**src/hdl/mnbh_pkg.sv**
```systemverilog
// mnbh_pkg: types and constants shared by the name bucket hash block
// holds the mix constants, the datapath op codes and the control/status structs
// no dependencies

package mnbh_pkg;

   localparam logic [31:0] MIX_MUL     = 32'h5bd1e995;
   localparam int          MIX_SHIFT   = 24;
   localparam int          FIN_SHIFT_A = 13;
   localparam int          FIN_SHIFT_B = 15;

   typedef enum logic [3:0] {
      OP_NONE,
      OP_ACCEPT,
      OP_MIX1,
      OP_MIX2,
      OP_MIX3,
      OP_FIN0,
      OP_FIN1,
      OP_FIN2,
      OP_EMIT
   } op_type;

   typedef struct packed {
      op_type op;
   } cmd_type;

   typedef struct packed {
      logic take_word;
      logic name_end;
      logic mod_busy;
      logic rsp_free;
   } status_type;

endpackage

```
**src/hdl/mnbh_if.sv**
```systemverilog
// mnbh_req_if, mnbh_rsp_if, mnbh_csr_if: valid/ready channels of the hash block
// request carries name bytes, response the bucket and hash, csr the seed
// no dependencies

interface mnbh_req_if;
   logic       valid;
   logic       ready;
   logic [7:0] name_byte;
   logic       byte_valid;
   logic       last;
   logic [9:0] max_length;

   modport source (output valid, name_byte, byte_valid, last, max_length, input ready);
   modport sink   (input valid, name_byte, byte_valid, last, max_length, output ready);
endinterface

interface mnbh_rsp_if;
   logic        valid;
   logic        ready;
   logic [9:0]  bucket;
   logic [31:0] full_hash;

   modport source (output valid, bucket, full_hash, input ready);
   modport sink   (input valid, bucket, full_hash, output ready);
endinterface

interface mnbh_csr_if;
   logic       valid;
   logic       ready;
   logic [7:0] seed;

   modport source (output valid, seed, input ready);
   modport sink   (input valid, seed, output ready);
endinterface

```
**src/hdl/mnbh_mod.sv**
```systemverilog
// mnbh_mod: remainder of a 32-bit hash by the constant table size
// reciprocal multiply, back multiply and subtract, then one correction step, each a registered step
// depends on nothing beyond its parameter

module mnbh_mod #(
   parameter int TABLE_SIZE = 1024
) (
   input  logic                             clock,
   input  logic                             reset,
   input  logic                             start,
   input  logic [31:0]                      value,
   output logic [$clog2(TABLE_SIZE):0]      rem,
   output logic                             busy
);

   localparam int RW = $clog2(TABLE_SIZE) + 1;
   localparam logic [31:0] RECIP   = 32'((64'd1 << 32) / TABLE_SIZE);
   localparam logic [31:0] DIVISOR = 32'(TABLE_SIZE);

   localparam logic [1:0] STEP_QUO = 2'd0;
   localparam logic [1:0] STEP_SUB = 2'd1;
   localparam logic [1:0] STEP_FIX = 2'd2;

   logic [31:0] val_ff, val_in;
   logic [31:0] quo_ff, quo_in;
   logic [31:0] rem_ff, rem_in;
   logic [1:0]  step_ff, step_in;
   logic        busy_ff, busy_in;
   logic [63:0] recip_prod;
   logic [31:0] back_prod;

   // quotient estimate is the true quotient or one below it
   assign recip_prod = 64'(val_ff) * 64'(RECIP);
   assign back_prod  = quo_ff * DIVISOR;

   always_comb begin
      val_in  = val_ff;
      quo_in  = quo_ff;
      rem_in  = rem_ff;
      step_in = step_ff;
      busy_in = busy_ff;
      if (start) begin
         val_in  = value;
         step_in = STEP_QUO;
         busy_in = 1'b1;
      end else if (busy_ff) begin
         unique case (step_ff)
            STEP_QUO: begin
               quo_in  = recip_prod[63:32];
               step_in = STEP_SUB;
            end
            STEP_SUB: begin
               rem_in  = val_ff - back_prod;
               step_in = STEP_FIX;
            end
            default: begin
               if (rem_ff >= DIVISOR) begin
                  rem_in = rem_ff - DIVISOR;
               end
               busy_in = 1'b0;
            end
         endcase
      end
   end

   always_ff @(posedge clock) begin
      if (reset) begin
         busy_ff <= 1'b0;
      end else begin
         busy_ff <= busy_in;
      end
      val_ff  <= val_in;
      quo_ff  <= quo_in;
      rem_ff  <= rem_in;
      step_ff <= step_in;
   end

   assign rem  = rem_ff[RW-1:0];
   assign busy = busy_ff;

endmodule

```
**src/hdl/mnbh_dp.sv**
```systemverilog
// mnbh_dp: hash datapath with name state, one shared constant multiplier and result register
// executes one op per cycle from the controller, reports status back
// depends on mnbh_pkg and mnbh_mod

module mnbh_dp #(
   parameter int TABLE_SIZE = 1024
) (
   input  logic                 clock,
   input  logic                 reset,
   input  mnbh_pkg::cmd_type    cmd,
   output mnbh_pkg::status_type status,
   input  logic [7:0]           req_name_byte,
   input  logic                 req_byte_valid,
   input  logic                 req_last,
   input  logic [9:0]           req_max_length,
   input  logic                 csr_valid,
   input  logic [7:0]           csr_seed,
   output logic                 rsp_valid,
   input  logic                 rsp_ready,
   output logic [9:0]           rsp_bucket,
   output logic [31:0]          rsp_full_hash
);

   localparam int RW = $clog2(TABLE_SIZE) + 1;

   logic [7:0]  seed_ff;
   logic [31:0] hash_ff, hash_in;
   logic [23:0] word_ff, word_in;
   logic [1:0]  phase_ff, phase_in;
   logic [9:0]  taken_ff, taken_in;
   logic [9:0]  limit_ff, limit_in;
   logic        in_name_ff, in_name_in;
   logic [31:0] k_ff, k_in;
   logic        rsp_valid_ff, rsp_valid_in;
   logic [9:0]  bucket_ff;
   logic [31:0] full_ff, full_in;

   logic        first;
   logic [31:0] hash_e;
   logic [23:0] word_e;
   logic [1:0]  phase_e;
   logic [9:0]  taken_e;
   logic [9:0]  limit_e;
   logic        take;
   logic [31:0] mul_a, mul_p;
   logic [31:0] fin_v;
   logic        mod_start;
   logic        mod_busy;
   logic [RW-1:0]  mod_rem;
   logic [RW+9:0]  rem_wide;

   assign first   = !in_name_ff;
   assign hash_e  = first ? {22'd0, req_max_length} ^ {24'd0, seed_ff} : hash_ff;
   assign word_e  = first ? '0 : word_ff;
   assign phase_e = first ? '0 : phase_ff;
   assign taken_e = first ? '0 : taken_ff;
   assign limit_e = first ? req_max_length : limit_ff;
   assign take    = req_byte_valid && (taken_e < limit_e);

   assign fin_v = k_ff ^ (k_ff >> mnbh_pkg::FIN_SHIFT_B);

   always_comb begin
      unique case (cmd.op)
         mnbh_pkg::OP_MIX1: mul_a = k_ff;
         mnbh_pkg::OP_MIX2: mul_a = k_ff ^ (k_ff >> mnbh_pkg::MIX_SHIFT);
         mnbh_pkg::OP_FIN0: mul_a = hash_ff ^ {8'd0, word_ff};
         mnbh_pkg::OP_FIN1: mul_a = k_ff ^ (k_ff >> mnbh_pkg::FIN_SHIFT_A);
         default:           mul_a = hash_ff;
      endcase
   end

   assign mul_p = mul_a * mnbh_pkg::MIX_MUL;

   always_comb begin
      hash_in      = hash_ff;
      word_in      = word_ff;
      phase_in     = phase_ff;
      taken_in     = taken_ff;
      limit_in     = limit_ff;
      in_name_in   = in_name_ff;
      k_in         = k_ff;
      full_in      = full_ff;
      mod_start    = 1'b0;
      rsp_valid_in = rsp_valid_ff && !rsp_ready;
      unique case (cmd.op)
         mnbh_pkg::OP_ACCEPT: begin
            in_name_in = 1'b1;
            limit_in   = limit_e;
            hash_in    = hash_e;
            word_in    = word_e;
            phase_in   = phase_e;
            taken_in   = taken_e;
            if (take) begin
               taken_in = taken_e + 10'd1;
               if (phase_e == 2'd3) begin
                  k_in     = {req_name_byte, word_e};
                  word_in  = '0;
                  phase_in = '0;
               end else begin
                  unique case (phase_e)
                     2'd0:    word_in = {word_e[23:8], req_name_byte};
                     2'd1:    word_in = {word_e[23:16], req_name_byte, word_e[7:0]};
                     default: word_in = {req_name_byte, word_e[15:0]};
                  endcase
                  phase_in = phase_e + 2'd1;
               end
            end
         end
         mnbh_pkg::OP_MIX1: k_in = mul_p;
         mnbh_pkg::OP_MIX2: k_in = mul_p;
         mnbh_pkg::OP_MIX3: hash_in = mul_p ^ k_ff;
         mnbh_pkg::OP_FIN0: k_in = (phase_ff != 2'd0) ? mul_p : hash_ff;
         mnbh_pkg::OP_FIN1: k_in = mul_p;
         mnbh_pkg::OP_FIN2: begin
            mod_start = 1'b1;
         end
         mnbh_pkg::OP_EMIT: begin
            full_in      = fin_v;
            rsp_valid_in = 1'b1;
            in_name_in   = 1'b0;
         end
         default: begin
         end
      endcase
   end

   mnbh_mod #(
      .TABLE_SIZE (TABLE_SIZE)
   ) u_mod (
      .clock (clock),
      .reset (reset),
      .start (mod_start),
      .value (fin_v),
      .rem   (mod_rem),
      .busy  (mod_busy)
   );

   assign rem_wide = {10'd0, mod_rem};

   always_ff @(posedge clock) begin
      if (reset) begin
         seed_ff      <= '0;
         in_name_ff   <= 1'b0;
         rsp_valid_ff <= 1'b0;
      end else begin
         if (csr_valid) begin
            seed_ff <= csr_seed;
         end
         in_name_ff   <= in_name_in;
         rsp_valid_ff <= rsp_valid_in;
      end
      hash_ff  <= hash_in;
      word_ff  <= word_in;
      phase_ff <= phase_in;
      taken_ff <= taken_in;
      limit_ff <= limit_in;
      k_ff     <= k_in;
      full_ff  <= full_in;
      if (cmd.op == mnbh_pkg::OP_EMIT) begin
         bucket_ff <= rem_wide[9:0];
      end
   end

   assign status.take_word = take && (phase_e == 2'd3);
   assign status.name_end  = req_last || (first && !req_byte_valid);
   assign status.mod_busy  = mod_busy;
   assign status.rsp_free  = !rsp_valid_ff || rsp_ready;

   assign rsp_valid     = rsp_valid_ff;
   assign rsp_bucket    = bucket_ff;
   assign rsp_full_hash = full_ff;

endmodule

```
**src/hdl/mnbh_ctrl.sv**
```systemverilog
// mnbh_ctrl: sequencer for the hash block
// takes a request transfer, steps word mix and finalize ops, waits for the remainder and a free response slot
// depends on mnbh_pkg

module mnbh_ctrl (
   input  logic                 clock,
   input  logic                 reset,
   input  logic                 req_valid,
   output logic                 req_ready,
   input  mnbh_pkg::status_type status,
   output mnbh_pkg::cmd_type    cmd
);

   localparam logic [2:0] S_IDLE = 3'd0;
   localparam logic [2:0] S_MIX1 = 3'd1;
   localparam logic [2:0] S_MIX2 = 3'd2;
   localparam logic [2:0] S_MIX3 = 3'd3;
   localparam logic [2:0] S_FIN0 = 3'd4;
   localparam logic [2:0] S_FIN1 = 3'd5;
   localparam logic [2:0] S_FIN2 = 3'd6;
   localparam logic [2:0] S_MOD  = 3'd7;

   logic [2:0] state_ff, state_in;
   logic       end_pend_ff, end_pend_in;

   always_comb begin
      state_in    = state_ff;
      end_pend_in = end_pend_ff;
      cmd.op      = mnbh_pkg::OP_NONE;
      unique case (state_ff)
         S_IDLE: begin
            if (req_valid) begin
               cmd.op      = mnbh_pkg::OP_ACCEPT;
               end_pend_in = status.name_end;
               if (status.take_word) begin
                  state_in = S_MIX1;
               end else if (status.name_end) begin
                  state_in = S_FIN0;
               end
            end
         end
         S_MIX1: begin
            cmd.op   = mnbh_pkg::OP_MIX1;
            state_in = S_MIX2;
         end
         S_MIX2: begin
            cmd.op   = mnbh_pkg::OP_MIX2;
            state_in = S_MIX3;
         end
         S_MIX3: begin
            cmd.op   = mnbh_pkg::OP_MIX3;
            state_in = end_pend_ff ? S_FIN0 : S_IDLE;
         end
         S_FIN0: begin
            cmd.op   = mnbh_pkg::OP_FIN0;
            state_in = S_FIN1;
         end
         S_FIN1: begin
            cmd.op   = mnbh_pkg::OP_FIN1;
            state_in = S_FIN2;
         end
         S_FIN2: begin
            cmd.op   = mnbh_pkg::OP_FIN2;
            state_in = S_MOD;
         end
         default: begin
            if (!status.mod_busy && status.rsp_free) begin
               cmd.op   = mnbh_pkg::OP_EMIT;
               state_in = S_IDLE;
            end
         end
      endcase
   end

   always_ff @(posedge clock) begin
      if (reset) begin
         state_ff    <= S_IDLE;
         end_pend_ff <= 1'b0;
      end else begin
         state_ff    <= state_in;
         end_pend_ff <= end_pend_in;
      end
   end

   assign req_ready = (state_ff == S_IDLE);

endmodule

```
**src/hdl/murmur2_name_bucket_hash.sv**
```systemverilog
// murmur2_name_bucket_hash: streaming name hash with bucket index, controller plus datapath
// a byte that completes a word takes three passes through one multiplier (ops MIX1, MIX2, MIX3)
// the transfer that ends a name goes through the finalize ops FIN0 and FIN1 on the shared multiplier,
// FIN2 to start the remainder unit, its quotient, subtract and correction steps, then the result load
// a new transfer is taken only in the idle state, not while a word is mixed or a result is finished,
// nor while a result waits behind an unaccepted one; synchronous active-high reset clears the seed

module murmur2_name_bucket_hash #(
   parameter int TABLE_SIZE = 1024
) (
   input logic             clock,
   input logic             reset,
   mnbh_req_if.sink        req_ch,
   mnbh_rsp_if.source      rsp_ch,
   mnbh_csr_if.sink        csr_ch
);

   mnbh_pkg::cmd_type    cmd;
   mnbh_pkg::status_type status;
   logic                 req_ready;

   assign req_ch.ready = req_ready;
   assign csr_ch.ready = 1'b1;

   mnbh_ctrl u_ctrl (
      .clock     (clock),
      .reset     (reset),
      .req_valid (req_ch.valid),
      .req_ready (req_ready),
      .status    (status),
      .cmd       (cmd)
   );

   mnbh_dp #(
      .TABLE_SIZE (TABLE_SIZE)
   ) u_dp (
      .clock          (clock),
      .reset          (reset),
      .cmd            (cmd),
      .status         (status),
      .req_name_byte  (req_ch.name_byte),
      .req_byte_valid (req_ch.byte_valid),
      .req_last       (req_ch.last),
      .req_max_length (req_ch.max_length),
      .csr_valid      (csr_ch.valid),
      .csr_seed       (csr_ch.seed),
      .rsp_valid      (rsp_ch.valid),
      .rsp_ready      (rsp_ch.ready),
      .rsp_bucket     (rsp_ch.bucket),
      .rsp_full_hash  (rsp_ch.full_hash)
   );

endmodule

```
**src/flat_wrapper.sv**
```systemverilog
// flat-port wrapper written by rule: the top's interface ports become plain ports
module murmur2_name_bucket_hash_flat 
#(
   parameter int TABLE_SIZE = 1024
)
  (clock, reset, req_ch_valid, req_ch_name_byte, req_ch_byte_valid, req_ch_last, req_ch_max_length, req_ch_ready, rsp_ch_valid, rsp_ch_bucket, rsp_ch_full_hash, rsp_ch_ready, csr_ch_valid, csr_ch_seed, csr_ch_ready);
  mnbh_req_if req_ch_i ();
  mnbh_rsp_if rsp_ch_i ();
  mnbh_csr_if csr_ch_i ();
  input logic clock;
  input logic reset;
  input wire logic [$bits(req_ch_i.valid)-1:0] req_ch_valid;
  input wire logic [$bits(req_ch_i.name_byte)-1:0] req_ch_name_byte;
  input wire logic [$bits(req_ch_i.byte_valid)-1:0] req_ch_byte_valid;
  input wire logic [$bits(req_ch_i.last)-1:0] req_ch_last;
  input wire logic [$bits(req_ch_i.max_length)-1:0] req_ch_max_length;
  output wire logic [$bits(req_ch_i.ready)-1:0] req_ch_ready;
  output wire logic [$bits(rsp_ch_i.valid)-1:0] rsp_ch_valid;
  output wire logic [$bits(rsp_ch_i.bucket)-1:0] rsp_ch_bucket;
  output wire logic [$bits(rsp_ch_i.full_hash)-1:0] rsp_ch_full_hash;
  input wire logic [$bits(rsp_ch_i.ready)-1:0] rsp_ch_ready;
  input wire logic [$bits(csr_ch_i.valid)-1:0] csr_ch_valid;
  input wire logic [$bits(csr_ch_i.seed)-1:0] csr_ch_seed;
  output wire logic [$bits(csr_ch_i.ready)-1:0] csr_ch_ready;
  assign req_ch_i.valid = req_ch_valid;
  assign req_ch_i.name_byte = req_ch_name_byte;
  assign req_ch_i.byte_valid = req_ch_byte_valid;
  assign req_ch_i.last = req_ch_last;
  assign req_ch_i.max_length = req_ch_max_length;
  assign req_ch_ready = req_ch_i.ready;
  assign rsp_ch_valid = rsp_ch_i.valid;
  assign rsp_ch_bucket = rsp_ch_i.bucket;
  assign rsp_ch_full_hash = rsp_ch_i.full_hash;
  assign rsp_ch_i.ready = rsp_ch_ready;
  assign csr_ch_i.valid = csr_ch_valid;
  assign csr_ch_i.seed = csr_ch_seed;
  assign csr_ch_ready = csr_ch_i.ready;
  murmur2_name_bucket_hash #(.TABLE_SIZE(TABLE_SIZE)) u_core (.clock(clock), .reset(reset), .req_ch(req_ch_i), .rsp_ch(rsp_ch_i), .csr_ch(csr_ch_i));
endmodule
```
**config.mk**
```make
export PLATFORM = sky130hd
export DESIGN_NAME = murmur2_name_bucket_hash_flat
export DESIGN_NICKNAME = d
export VERILOG_FILES = /design/src/hdl/mnbh_pkg.sv /design/src/hdl/mnbh_if.sv /design/src/hdl/mnbh_mod.sv /design/src/hdl/mnbh_dp.sv /design/src/hdl/mnbh_ctrl.sv /design/src/hdl/murmur2_name_bucket_hash.sv /design/src/flat_wrapper.sv
export SDC_FILE = /design/constraint.sdc
export NUM_CORES = 1
export LEC_CHECK = 0
export ABC_AREA = 1
export BUFFER_PORTS_ARGS = -buffer_cell sky130_fd_sc_hd__buf_2
export CORE_ASPECT_RATIO = 1.1
export CORE_UTILIZATION = 45
export DETAILED_ROUTE_END_ITERATION = 8
export PLACE_DENSITY = 0.66
export SLEW_MARGIN = 20
export SYNTH_ARGS = -nofsm -noshare
export SYNTH_HDL_FRONTEND = slang
export SYNTH_HIERARCHICAL = 1
export SYNTH_SLANG_ARGS = --single-unit
export TNS_END_PERCENT = 20
```
**constraint.sdc**
```tcl
create_clock -name clock -period 17.65 [get_ports clock]
set_input_delay 3.53 -clock clock [delete_from_list [all_inputs] [get_ports clock]]
set_output_delay 3.53 -clock clock [all_outputs]
set_load 0.01 [all_outputs]
```
; Word-level counts from Yosys, hierarchy flattened
; Index checks and enable logic that the tools add are counted.
[classes]
n_addsub = 4
mul = 1
div = 0
magnitude_cmp = 2
n_eq_ne = 22
shifts = 0
n_mux = 35
bitwise = 8
reduce_logical = 31
[ops]
columns = operator, n
row1 = $mux 32, 5
row2 = $pmux 32 s2, 2
row3 = $pmux 32 s4, 1
row4 = $pmux 32 s3, 1
row5 = $mux 24, 3
row6 = $pmux 24 s2, 1
row7 = $ge 32x11->1 const B, 1
row8 = $mul 32x31->32 const B, 1
row9 = $sub 32x11->32 const B, 1
row10 = $sub 32x32->32, 1
row11 = $xor 32x17->32, 1
row12 = $xor 32x19->32, 1
row13 = $xor 32x24->32, 1
row14 = $xor 32x32->32, 1
row15 = $xor 32x8->32, 1
row16 = $mux 10, 3
row17 = $pmux 4 s7, 1
row18 = $pmux 3 s7, 1
row19 = $eq 4x3->1 const B, 4
row20 = $mux 3, 5
row21 = $add 10x1->10 const B, 1
row22 = $lt 10x10->1, 1
row23 = $reduce_bool 2->1, 5
row24 = $xor 10x8->10, 1
row25 = other kinds (29), 59
[word_totals]
regBits = 255
latchBits = 0
ramBits = 0
rom_bits = 0
word_cells = 121
n_memories = 0

; Logic depth before layout (Yosys ltp)
[logic_depth]
word_depth = 10
depth_mapped = 43
depth_no_buf = 42

; Modules after synthesis
; Netlist, hierarchy kept.
[by_module_without_submodules]
columns = mod, n_inst, cells_each, area_per_inst_um2, seq_area_each_um2
row1 = mnbh_dp, 1, 2089, 18377.6, 4764.6
row2 = mnbh_mod, 1, 615, 5213.8, 2642.5
row3 = mnbh_ctrl, 1, 46, 302.8, 80.1
row4 = murmur2_name_bucket_hash, 1, 2, 11.3, 0.0

; Worst setup path before layout
; OpenSTA, ideal clock, no wires.
[synth_timing]
path_type = input -> register
startpoint = in rsp_ch_ready
endpoint = reg u_core.u_dp.hash_ff[29], data pin
setup_time_ps = 265
arrival_time_ps = 11602
required_ps = 17385
slack_ps = 5782
stages = 32
cell_sequence = inv_1 -> nand2_1 -> nand2_1 -> nor3_1 -> inv_1 -> nand2_1 -> nor2_4 -> inv_2 -> buf_2 -> nor2_1 -> o311ai_0 -> fa_1 -> ha_1 -> inv_1 -> fa_1 -> fa_1 -> fa_1 -> inv_1 -> fa_1 -> fa_1 -> inv_1 -> fa_1 -> inv_1 -> ha_1 -> nand2_1 -> nor4_1 -> o21ai_0 -> nand3_1 -> a31oi_1 -> xor2_1 -> xor2_1 -> nor2_1
[synth_lines]
columns = item, line
row1 = "start, declared", flat_wrapper.sv:21  ; input wire logic [$bits(rsp_ch_i.ready)-1:0] rsp_ch_ready;
row2 = "end signal, assigned", mnbh_dp.sv:152  ; hash_ff <= hash_in;
row3 = "end, declared", mnbh_dp.sv:27  ; logic [31:0] hash_ff, hash_in;

==> impl_metrics.ini <==
[run_status]
status = complete, no violations

[global_routing]
grt_util_all_layers_pct = 26.3
grt_pass1_vias = 15500
overflow = 0
antenna_found_initial = 0
grt_max_degree = 56
grt_pass1_wl_mm = 88.9

[logic_synthesis]
synth_area_um2 = 19600
synth_warnings = 6
synth_nets = 2648
syn_avg_cell_area_um2 = 8.87
synthCells = 2209

[die]
die-height_um = 221
initial_utilization_pct = 46.0
die_w_um = 201
core_um2 = 42600
dieArea_um2 = 44400
io-pin-count = 78
num_rows = 79

[route]
finalWirelength_mm = 57.3
vias = 15400
drtIter0Drc = 1312
drc = 0
final_antenna_net_count = 0
wire_per_inst_um = 20.3
drt_pass1_iterations = 6
viasPerCell = 5.45

[critical_path]
critPathTopFamily = adder cells
critPathBufInv = 11
cp_common_cell = inv_1
path_max_fanout = 46
arrival_ns = 13.91
crit_required_ns = 17.95
cpMaxStageDelayCell = a21oi_1
cpPeakStageDelay_ns = 0.85
cp-start-kind = input port
critPathKind = in2reg
end_kind = flip-flop

[final_layout]
n_antenna_cell = 0
layout.nets = 2690
n_fill_cell = 3995
final_common_cell = inv_1
layout_common_cells = inv_1, nand2_1, ha_1, fa_1, edfxtp_1
area_growth_pct = 7.72
layout-drive-gt1-share_pct = 7.82

[cts]
htree_num_levels = 4
cts_sinks = 189
root_buffer = clkbuf_16
cts_buffers = 17
clock_latency_ns = 0.44
clockBufferDepth = 2
hold_buffers = 0
clkTransAtPathRegs_ns = 0.07
tritoncts = built
cts_setup_buffers = 0
cts_resized = 0

[timing]
setup_viol = 0
skew_ns = 0.0115
relSlewSlack_pct = 20.7
tns_ns = 0
hold_viol_final = 0
period_share_pct = 77.1
rsz0062_at_grt = no
max_freq_mhz = 73.5
tightestPinTransition_ns = 1.19
drv_slew = 0
finalCriticalPeriod_ns = 13.61

[min_path]
hp-class = reg2reg

[placed_design]
gp_congestion = 1.04
io_buffers = 76
dp_hpwl_mm = 45.4

[run]
cap_violations = 0
routing by layer:
layer	vias to the layer above	global-route usage [%]	wire, um
li1	7149	-	-
met1	7395	34.7	23100
met2	736	43.5	27000
met3	143	3.62	4750
met4	0	10.7	2420
met5	-	0	0
final timing paths:
path	from	endpoint	slack (ns)	depth (start not counted)
worst max register to register	u_core/u_ctrl/state_ff[2]$_SDFFE_PP0P_	u_core/u_dp/hash_ff[28]$_SDFFCE_PN0P_	6.71	36
worst min-delay path	u_core/u_dp/u_mod/rem_ff[3]$_DFFE_PP_	u_core/u_dp/rsp_bucket[3]$_DFFE_PP_	0.43	0
worst min register to register	u_core/u_dp/u_mod/rem_ff[3]$_DFFE_PP_	u_core/u_dp/rsp_bucket[3]$_DFFE_PP_	0.43	0
worst max-delay path	req_ch_valid	u_core/u_dp/hash_ff[28]$_SDFFCE_PN0P_	4.04	37
per-stage QoR:
| step | hold slack [ns] | worst slack (ns) | util, % | area, um^2 | std cells |
|---|---|---|---|---|---|
| finish | 0.425 | 4.04 | 49.5 | 21100 | 2831 |
| global route | 0.436 | 3.67 | 49.5 | 21100 | 2831 |
| CTS | 0.428 | 4.40 | 49.5 | 21100 | 2831 |
| detailed placement | 0.410 | 3.98 | 48.2 | 20500 | 2799 |
| global placement | 0.401 | 4.17 | 48.2 | 20500 | 2799 |
| floorplan | 0.424 | 5.78 | - | 19600 | 2209 |
final cells by class:
class	count	area, um^2	share of cell area [%]
multi-input cells	1413	11800	55.9
flip-flops and latches	189	5510	26.1
inverters	535	2010	9.52
well taps	567	709	3.36
repair buffers	95	523	2.48
clock buffers	19	433	2.05
clock inverters	13	133	0.629
registers in the layout, summed over array words and instances (netlist names):
signal and cells:
u_core/u_dp/k_ff 32, u_core/u_dp/seed_ff 8, u_core/u_dp/rsp_bucket 10, u_core/u_dp/phase_ff 2, u_core/u_ctrl/state_ff 3, u_core/u_dp/taken_ff 10, u_core/u_dp/u_mod/busy 1, u_core/u_dp/limit_ff 10
u_core/u_dp/rsp_full_hash 32, u_core/u_dp/u_mod/val_ff 10, u_core/u_ctrl/end_pend_ff 1, u_core/u_dp/u_mod/rem_ff 10, u_core/u_dp/in_name_ff 1, u_core/u_dp/hash_ff 32, u_core/u_dp/u_mod/step_ff 2, u_core/u_dp/word_ff 24
u_core/u_dp/rsp_valid 1
Power is not shown: default switching activity piles up to over one toggle a cycle in this logic, so the estimate is an artifact.
